--- config.mk ---
export PLATFORM = sky130hd
export DESIGN_NAME = strip_hit_bitmap_decoder_unit_flat
export DESIGN_NICKNAME = d
export VERILOG_FILES = /design/src/shbd_pkg.sv /design/src/shbd_in_if.sv /design/src/shbd_out_if.sv /design/src/strip_hit_bitmap_decoder_unit.sv /design/src/shbd_ctrl.sv /design/src/shbd_datapath.sv /design/src/flat_wrapper.sv
export SDC_FILE = /design/constraint.sdc
export NUM_CORES = 1
export LEC_CHECK = 0
export ABC_AREA = 0
export ABC_CLOCK_PERIOD_IN_PS = 10710
export BUFFER_PORTS_ARGS = -buffer_cell sky130_fd_sc_hd__buf_2
export CAP_MARGIN = 0
export CORE_MARGIN = 4
export CORE_UTILIZATION = 63
export CTS_CLUSTER_DIAMETER = 100
export DETAILED_ROUTE_END_ITERATION = 8
export GPL_TIMING_DRIVEN = 0
export PLACE_DENSITY = 0.93
export SKIP_CTS_REPAIR_TIMING = 1
export SLEW_MARGIN = 20
export SYNTH_ARGS = -nofsm -noshare
export SYNTH_HDL_FRONTEND = slang
export SYNTH_SLANG_ARGS = --single-unit
--- constraint.sdc ---
create_clock -name clk -period 10.71 [get_ports clk]
set_clock_uncertainty 0.15 [all_clocks]
set_input_delay 1.071 -clock clk [delete_from_list [all_inputs] [get_ports clk]]
set_output_delay 1.071 -clock clk [all_outputs]
set_load 0.03 [all_outputs]
--- src/shbd_pkg.sv ---
package shbd_pkg;

    localparam int MAX_BOARDS       = 32;
    localparam int STRIPS_PER_BOARD = 128;

    localparam int BOARD_W   = 5;
    localparam int WORD_W    = 32;
    localparam int STRIP_W   = 12;
    localparam int CLOCK_W   = 11;
    localparam int POS_W     = 3;
    localparam int WIDX_W    = 2;
    localparam int BIT_IDX_W = $clog2(WORD_W);

    localparam logic [POS_W-1:0] POS_STAMP = 3'd0;
    localparam logic [POS_W-1:0] POS_LAST  = 3'd4;

    typedef struct packed {
        logic [BOARD_W-1:0] board_index;
        logic [WORD_W-1:0]  data_word;
        logic               event_start;
        logic               board_start;
    } in_item_t;

    typedef struct packed {
        logic [STRIP_W-1:0] strip_number;
        logic [CLOCK_W-1:0] hit_clock;
        logic [STRIP_W-1:0] min_strip;
        logic [STRIP_W-1:0] max_strip;
        logic [CLOCK_W-1:0] min_clock;
        logic [CLOCK_W-1:0] max_clock;
        logic               last_of_word;
    } out_item_t;

    typedef struct packed {
        logic load;
        logic step;
    } ctrl_cmd_t;

    typedef struct packed {
        logic mask_any;
        logic mask_last;
        logic out_free;
    } ctrl_status_t;

    function automatic logic [WORD_W-1:0] bit_reverse(input logic [WORD_W-1:0] value);
        logic [WORD_W-1:0] result;
        for (int i = 0; i < WORD_W; i++)
        begin
            result[i] = value[WORD_W-1-i];
        end
        return result;
    endfunction

    function automatic logic [BIT_IDX_W-1:0] lowest_set(input logic [WORD_W-1:0] value);
        logic [BIT_IDX_W-1:0] result;
        result = '0;
        for (int i = WORD_W - 1; i >= 0; i--)
        begin
            if (value[i])
            begin
                result = BIT_IDX_W'(i);
            end
        end
        return result;
    endfunction

endpackage

--- src/shbd_in_if.sv ---
interface shbd_in_if;
    logic               valid;
    logic               ready;
    shbd_pkg::in_item_t data;

    modport source (output valid, output data, input ready);
    modport sink (input valid, input data, output ready);
endinterface

--- src/shbd_out_if.sv ---
interface shbd_out_if;
    logic                valid;
    logic                ready;
    shbd_pkg::out_item_t data;

    modport source (output valid, output data, input ready);
    modport sink (input valid, input data, output ready);
endinterface

--- src/strip_hit_bitmap_decoder_unit.sv ---
// Channel   Role    Handshake       Payload
// stream    sink    valid / ready   board_index, data_word, event_start, board_start
// hits      source  valid / ready   strip_number, hit_clock, box bounds, last_of_word
// cfg       write   cfg_wr_en       cfg_wr_data (reverse_bit_order)
//
// One item is taken per pass; a bitmap word then gives one hit per
// set bit, found lowest first by a priority encoder.
// A time-stamp or empty word loads an empty bitmap and gives no hit.
// Reset is asynchronous and needs no clearing pass.
// A stalled hits channel holds the scan; the next item is taken while the last hit waits.
module strip_hit_bitmap_decoder_unit (
    input  logic       clk,
    input  logic       rst_n,
    input  logic       cfg_wr_en,
    input  logic       cfg_wr_data,
    shbd_in_if.sink    stream,
    shbd_out_if.source hits
);

    shbd_pkg::ctrl_cmd_t    cmd;
    shbd_pkg::ctrl_status_t status;

    shbd_ctrl u_ctrl (
        .clk      (clk),
        .rst_n    (rst_n),
        .in_valid (stream.valid),
        .in_ready (stream.ready),
        .status   (status),
        .cmd      (cmd)
    );

    shbd_datapath u_datapath (
        .clk         (clk),
        .rst_n       (rst_n),
        .cfg_wr_en   (cfg_wr_en),
        .cfg_wr_data (cfg_wr_data),
        .in_item     (stream.data),
        .cmd         (cmd),
        .status      (status),
        .out_ready   (hits.ready),
        .out_valid   (hits.valid),
        .out_item    (hits.data)
    );

endmodule

--- src/shbd_ctrl.sv ---
module shbd_ctrl (
    input  logic                   clk,
    input  logic                   rst_n,
    input  logic                   in_valid,
    output logic                   in_ready,
    input  shbd_pkg::ctrl_status_t status,
    output shbd_pkg::ctrl_cmd_t    cmd
);

    typedef enum logic {
        IDLE,
        SCAN
    } state_t;

    state_t state_reg;
    state_t state_next;

    always_comb
    begin
        state_next = state_reg;
        in_ready   = 1'b0;
        cmd.load   = 1'b0;
        cmd.step   = 1'b0;
        unique case (state_reg)
            IDLE:
            begin
                in_ready = 1'b1;
                if (in_valid)
                begin
                    cmd.load   = 1'b1;
                    state_next = SCAN;
                end
            end
            SCAN:
            begin
                if (!status.mask_any)
                begin
                    state_next = IDLE;
                end
                else if (status.out_free)
                begin
                    cmd.step = 1'b1;
                    if (status.mask_last)
                    begin
                        state_next = IDLE;
                    end
                end
            end
            default:
            begin
                state_next = IDLE;
            end
        endcase
    end

    always_ff @(posedge clk or negedge rst_n)
    begin
        if (!rst_n)
        begin
            state_reg <= IDLE;
        end
        else
        begin
            state_reg <= state_next;
        end
    end

endmodule

--- src/shbd_datapath.sv ---
module shbd_datapath (
    input  logic                   clk,
    input  logic                   rst_n,
    input  logic                   cfg_wr_en,
    input  logic                   cfg_wr_data,
    input  shbd_pkg::in_item_t     in_item,
    input  shbd_pkg::ctrl_cmd_t    cmd,
    output shbd_pkg::ctrl_status_t status,
    input  logic                   out_ready,
    output logic                   out_valid,
    output shbd_pkg::out_item_t    out_item
);

    logic                             reverse_reg;
    logic [shbd_pkg::POS_W-1:0]       record_position_reg;
    logic [shbd_pkg::POS_W-1:0]       record_position_next;
    logic [shbd_pkg::CLOCK_W-1:0]     record_clock_reg;
    logic [shbd_pkg::STRIP_W-1:0]     box_min_strip_reg;
    logic [shbd_pkg::STRIP_W-1:0]     box_max_strip_reg;
    logic [shbd_pkg::CLOCK_W-1:0]     box_min_clock_reg;
    logic [shbd_pkg::CLOCK_W-1:0]     box_max_clock_reg;
    logic                             box_valid_reg;
    logic [shbd_pkg::WORD_W-1:0]      mask_reg;
    logic [shbd_pkg::WORD_W-1:0]      mask_next;
    logic [shbd_pkg::STRIP_W-1:0]     base_reg;
    logic [shbd_pkg::STRIP_W-1:0]     base_next;
    logic                             out_valid_reg;
    shbd_pkg::out_item_t              out_item_reg;

    logic [shbd_pkg::POS_W-1:0]       pos_raw;
    logic [shbd_pkg::POS_W-1:0]       pos;
    logic [shbd_pkg::WIDX_W-1:0]      widx;
    logic [shbd_pkg::STRIP_W-1:0]     word_offset;
    logic                             board_ok;
    logic                             word_ok;
    logic                             hits_ok;
    logic [shbd_pkg::WORD_W-1:0]      oriented_word;

    logic [shbd_pkg::BIT_IDX_W-1:0]   hit_bit;
    logic [shbd_pkg::WORD_W-1:0]      mask_rest;
    logic [shbd_pkg::STRIP_W-1:0]     hit_strip;
    logic [shbd_pkg::STRIP_W-1:0]     new_min_strip;
    logic [shbd_pkg::STRIP_W-1:0]     new_max_strip;
    logic [shbd_pkg::CLOCK_W-1:0]     new_min_clock;
    logic [shbd_pkg::CLOCK_W-1:0]     new_max_clock;

    always_comb
    begin
        pos_raw = in_item.board_start ? shbd_pkg::POS_STAMP : record_position_reg;
        pos     = (pos_raw > shbd_pkg::POS_LAST) ? shbd_pkg::POS_STAMP : pos_raw;
        record_position_next = (pos == shbd_pkg::POS_LAST)
            ? shbd_pkg::POS_STAMP : shbd_pkg::POS_W'(pos + 1'b1);
        widx        = shbd_pkg::WIDX_W'(pos - 1'b1);
        word_offset = shbd_pkg::STRIP_W'(widx) << shbd_pkg::BIT_IDX_W;
        board_ok    = ({1'b0, in_item.board_index} < (shbd_pkg::BOARD_W + 1)'(shbd_pkg::MAX_BOARDS));
        word_ok     = (word_offset < shbd_pkg::STRIP_W'(shbd_pkg::STRIPS_PER_BOARD));
        hits_ok     = (pos != shbd_pkg::POS_STAMP) && board_ok && word_ok;
        oriented_word = reverse_reg ? shbd_pkg::bit_reverse(in_item.data_word)
                                    : in_item.data_word;
        base_next = shbd_pkg::STRIP_W'(shbd_pkg::STRIP_W'(in_item.board_index)
                    * shbd_pkg::STRIP_W'(shbd_pkg::STRIPS_PER_BOARD)) + word_offset;
    end

    always_comb
    begin
        hit_bit   = shbd_pkg::lowest_set(mask_reg);
        mask_rest = mask_reg & (mask_reg - 1'b1);
        hit_strip = base_reg + shbd_pkg::STRIP_W'(hit_bit);
        if (!box_valid_reg)
        begin
            new_min_strip = hit_strip;
            new_max_strip = hit_strip;
            new_min_clock = record_clock_reg;
            new_max_clock = record_clock_reg;
        end
        else
        begin
            new_min_strip = (hit_strip < box_min_strip_reg) ? hit_strip : box_min_strip_reg;
            new_max_strip = (hit_strip > box_max_strip_reg) ? hit_strip : box_max_strip_reg;
            new_min_clock = (record_clock_reg < box_min_clock_reg)
                ? record_clock_reg : box_min_clock_reg;
            new_max_clock = (record_clock_reg > box_max_clock_reg)
                ? record_clock_reg : box_max_clock_reg;
        end
        if (cmd.load)
        begin
            mask_next = hits_ok ? oriented_word : '0;
        end
        else if (cmd.step)
        begin
            mask_next = mask_rest;
        end
        else
        begin
            mask_next = mask_reg;
        end
    end

    always_ff @(posedge clk or negedge rst_n)
    begin
        if (!rst_n)
        begin
            reverse_reg         <= 1'b0;
            record_position_reg <= shbd_pkg::POS_STAMP;
            record_clock_reg    <= '0;
            box_min_strip_reg   <= '0;
            box_max_strip_reg   <= '0;
            box_min_clock_reg   <= '0;
            box_max_clock_reg   <= '0;
            box_valid_reg       <= 1'b0;
            mask_reg            <= '0;
            out_valid_reg       <= 1'b0;
        end
        else
        begin
            if (cfg_wr_en)
            begin
                reverse_reg <= cfg_wr_data;
            end
            mask_reg <= mask_next;
            if (cmd.load)
            begin
                record_position_reg <= record_position_next;
                if (pos == shbd_pkg::POS_STAMP)
                begin
                    record_clock_reg <= in_item.data_word[shbd_pkg::CLOCK_W-1:0];
                end
                if (in_item.event_start)
                begin
                    box_valid_reg <= 1'b0;
                end
            end
            if (cmd.step)
            begin
                box_min_strip_reg <= new_min_strip;
                box_max_strip_reg <= new_max_strip;
                box_min_clock_reg <= new_min_clock;
                box_max_clock_reg <= new_max_clock;
                box_valid_reg     <= 1'b1;
                out_valid_reg     <= 1'b1;
            end
            else if (out_ready)
            begin
                out_valid_reg <= 1'b0;
            end
        end
    end

    always_ff @(posedge clk)
    begin
        if (cmd.load)
        begin
            base_reg <= base_next;
        end
        if (cmd.step)
        begin
            out_item_reg.strip_number <= hit_strip;
            out_item_reg.hit_clock    <= record_clock_reg;
            out_item_reg.min_strip    <= new_min_strip;
            out_item_reg.max_strip    <= new_max_strip;
            out_item_reg.min_clock    <= new_min_clock;
            out_item_reg.max_clock    <= new_max_clock;
            out_item_reg.last_of_word <= (mask_rest == '0);
        end
    end

    assign status.mask_any  = (mask_reg != '0);
    assign status.mask_last = (mask_rest == '0);
    assign status.out_free  = !out_valid_reg || out_ready;
    assign out_valid        = out_valid_reg;
    assign out_item         = out_item_reg;

    a_step_has_hit: assert property (@(posedge clk) disable iff (!rst_n)
        cmd.step |-> mask_reg != '0)
        else $error("Hit emitted from an empty bitmap.");

    a_last_clears_mask: assert property (@(posedge clk) disable iff (!rst_n)
        cmd.step && status.mask_last && !cmd.load |=> mask_reg == '0)
        else $error("Bitmap not empty after the last hit of a word.");

    a_box_ordered: assert property (@(posedge clk) disable iff (!rst_n)
        out_valid_reg |-> out_item_reg.min_strip <= out_item_reg.max_strip
            && out_item_reg.min_clock <= out_item_reg.max_clock)
        else $error("Bounding box out of order.");

    a_hit_in_box: assert property (@(posedge clk) disable iff (!rst_n)
        out_valid_reg |-> out_item_reg.strip_number >= out_item_reg.min_strip
            && out_item_reg.strip_number <= out_item_reg.max_strip
            && out_item_reg.hit_clock >= out_item_reg.min_clock
            && out_item_reg.hit_clock <= out_item_reg.max_clock)
        else $error("Hit lies outside the bounding box.");

endmodule
--- src/flat_wrapper.sv ---
// flat-port wrapper written by rule: the top's interface ports become plain ports
module strip_hit_bitmap_decoder_unit_flat 
  (clk, rst_n, cfg_wr_en, cfg_wr_data, stream_valid, stream_data, stream_ready, hits_valid, hits_data, hits_ready);
  shbd_in_if stream_i ();
  shbd_out_if hits_i ();
  input  logic clk;
  input  logic rst_n;
  input  logic cfg_wr_en;
  input  logic cfg_wr_data;
  input wire logic [$bits(stream_i.valid)-1:0] stream_valid;
  input wire logic [$bits(stream_i.data)-1:0] stream_data;
  output wire logic [$bits(stream_i.ready)-1:0] stream_ready;
  output wire logic [$bits(hits_i.valid)-1:0] hits_valid;
  output wire logic [$bits(hits_i.data)-1:0] hits_data;
  input wire logic [$bits(hits_i.ready)-1:0] hits_ready;
  assign stream_i.valid = stream_valid;
  assign stream_i.data = stream_data;
  assign stream_ready = stream_i.ready;
  assign hits_valid = hits_i.valid;
  assign hits_data = hits_i.data;
  assign hits_i.ready = hits_ready;
  strip_hit_bitmap_decoder_unit u_core (.clk(clk), .rst_n(rst_n), .cfg_wr_en(cfg_wr_en), .cfg_wr_data(cfg_wr_data), .stream(stream_i), .hits(hits_i));
endmodule
==> impl_metrics.json <==
{
  "drcViolationCount": 0,
  "area_growth_pct": 16.5,
  "syn_nets": 886,
  "num_io_pins": 117,
  "clk_path_buf_depth": 2,
  "synth_commonest_cells": "96 x dfrtp_1, 77 x edfxtp_1, 59 x o21ai_0",
  "fillers": 918,
  "syn-cell-area_sq_um": 9100,
  "tightest_slew_ps": 914,
  "grt_pass1_vias": 6932,
  "die_y_microns": 128,
  "path_class": "flip-flop to flip-flop",
  "cts_buffers": 17,
  "timing.final.crit_share": 0.454,
  "clk_pin_slew_ps": 60,
  "postSynthCellCount": 795,
  "yosysMostFrequentCell": "dfrtp_1",
  "clock-root-buffer": "clkbuf_16",
  "largest_register_ffs": 70,
  "synth_cell_types": 74,
  "avgViaCountPerCell": 6.34,
  "finalSetupViolations": 0,
  "drv_slew": 0,
  "yosysWarnings": 0,
  "synth-async-reset-ratio": 0.555,
  "grt_pass1_wl_microns": 37500,
  "ant_nets": 0,
  "rows": 43,
  "drtIter0Drc": 736,
  "die_width_microns": 128,
  "grt_max_degree": 80,
  "multi_input_area_sq_um": 3950,
  "cp.arrival_ps": 4880,
  "cts_tree": "done",
  "place_congestion": 0.987,
  "synthTopCellsByArea": "dfrtp_1 26%, edfxtp_1 25%, ha_1 6.3%",
  "syn_area_per_cell_sq_um": 11.4,
  "clkLatencyLatePin_ps": 420,
  "wirelength_microns": 23500,
  "drive_gt1_frac": 0.235,
  "grt_overflow": 0,
  "diodes": 0,
  "fin_crit_ps": 4860,
  "numClockSinks": 173,
  "fmax_mhz": 206,
  "seq_area_sq_um": 4710,
  "nets": 1022,
  "wl_per_cell_microns": 20.9,
  "core_sq_um": 14000,
  "hold_path.class": "flip-flop to flip-flop",
  "detailed_place_hpwl_microns": 16400,
  "ys_ff_latch": 173,
  "synth_edf_count": 77,
  "die_area_sq_um": 16400,
  "synth_ff_type": "dfrtp_1",
  "tns_ps": 0,
  "first_pass_iters": 6,
  "antenna_found_initial": 0,
  "port_buffers": 116,
  "cp-end-kind": "flip-flop",
  "synth.top_cell.area_share": 0.264,
  "num_vias": 7129,
  "maxCapViolCount": 0,
  "yosysTopAreaCell": "dfrtp_1",
  "status": "complete, no violations",
  "relSlewSlack": 0.391,
  "h-tree-depth": 4,
  "final-hold-violation-count": 0,
  "path_max_fanout": 10,
  "ys_seq_area_frac": 0.518,
  "start_kind": "flip-flop",
  "grt_setup_unrepaired": "false",
  "worstPathRequired_ps": 10730,
  "start_util": 0.650,
  "grt.total_usage": 0.294
}
-- final cells by class --
class | count | share of cell area
Inverter | 56 | 0.0201
Timing Repair Buffer | 117 | 0.0580
Sequential cell | 173 | 0.445
Buffer | 44 | 0.0214
Clock buffer | 20 | 0.0412
Tap cell | 180 | 0.0213
Clock inverter | 12 | 0.0205
Multi-Input combinational cell | 522 | 0.373
-- placed cells by master, fill, tap and decap left out, drive strengths merged, types with 13 or more instances in the layout --
cell type | synthesis | final
inv | 56 | 57
mux2 | 74 | 74
nor4 | 15 | 15
nand2 | 60 | 60
ha | 46 | 46
dfrtp | 96 | 96
edfxtp | 77 | 77
nor2 | 39 | 39
o211ai | 13 | 13
o21ai | 64 | 64
buf | 19 | 136
nand4 | 13 | 13
clkbuf | 25 | 45
a21oi | 28 | 28
nor3 | 17 | 17
mux2i | 32 | 32
-- worst paths after layout --
kind	startpoint	end	slack [ps]	depth (start not counted)
min in group asynchronous	rst_n	u_core.u_datapath.reverse_reg	360	1
max in group asynchronous	rst_n	u_core.u_datapath.box_min_strip_reg[5]	9410	2
setup reg to reg	u_core.u_datapath.mask_reg[28]	u_core.u_datapath.out_item[24]	5850	17
hold reg to reg	u_core.u_datapath.box_min_strip_reg[6]	u_core.u_datapath.box_min_strip_reg[6]	340	1
setup / recovery	u_core.u_datapath.mask_reg[28]	u_core.u_datapath.out_item[24]	5850	17
hold / removal	u_core.u_datapath.box_min_strip_reg[6]	u_core.u_datapath.box_min_strip_reg[6]	340	1
-- per-layer routing --
| layer | part of all wire | global-route usage |
|---|---|---|
| met1 | 0.40 | 0.400 |
| met2 | 0.48 | 0.485 |
| met3 | 0.096 | 0.0504 |
| met4 | 0.024 | 0.0943 |
| met5 | 0 | 0 |
-- metrics by stage --
step | setup slack, ps | cell area [sq um] | hold slack (ps) | std cells | utilization
after floorplan | 6850 | 9100 | 314 | 795 | -
after global placement | 6000 | 9900 | 323 | 1091 | 0.708
after detailed placement | 5810 | 9940 | 332 | 1092 | 0.710
after CTS | 5630 | 10600 | 345 | 1124 | 0.757
after global routing | 5580 | 10600 | 362 | 1124 | 0.758
final | 5850 | 10600 | 341 | 1124 | 0.758
-- worst max-delay path, stage by stage (launching register included) --
cell and delay (ps):
dfrtp_1 370, clkbuf_1 190, nor2b_1 180, a2111oi_0 560, o221ai_1 280, a31oi_1 260, nor2_1 60, nor3_1 480
inv_1 90, ha_1 190, nor2b_1 130, o21a_1 120, o21a_1 110, o21ai_0 100, o2111a_1 160, nor2_1 220
clkbuf_1 530, mux2_2 420
-- cell families after synthesis --
logic type | count (synthesis) | synth area share
and+or+nand+nor | 192 | 0.115
AOI/OAI and AO/OA | 178 | 0.129
DFF | 173 | 0.518
muxes | 106 | 0.127
buffers and inverters | 100 | 0.0483
adders and majority gates | 46 | 0.0633
Power is not shown: default switching activity piles up to over one toggle a cycle in this logic, so the estimate is an artifact.
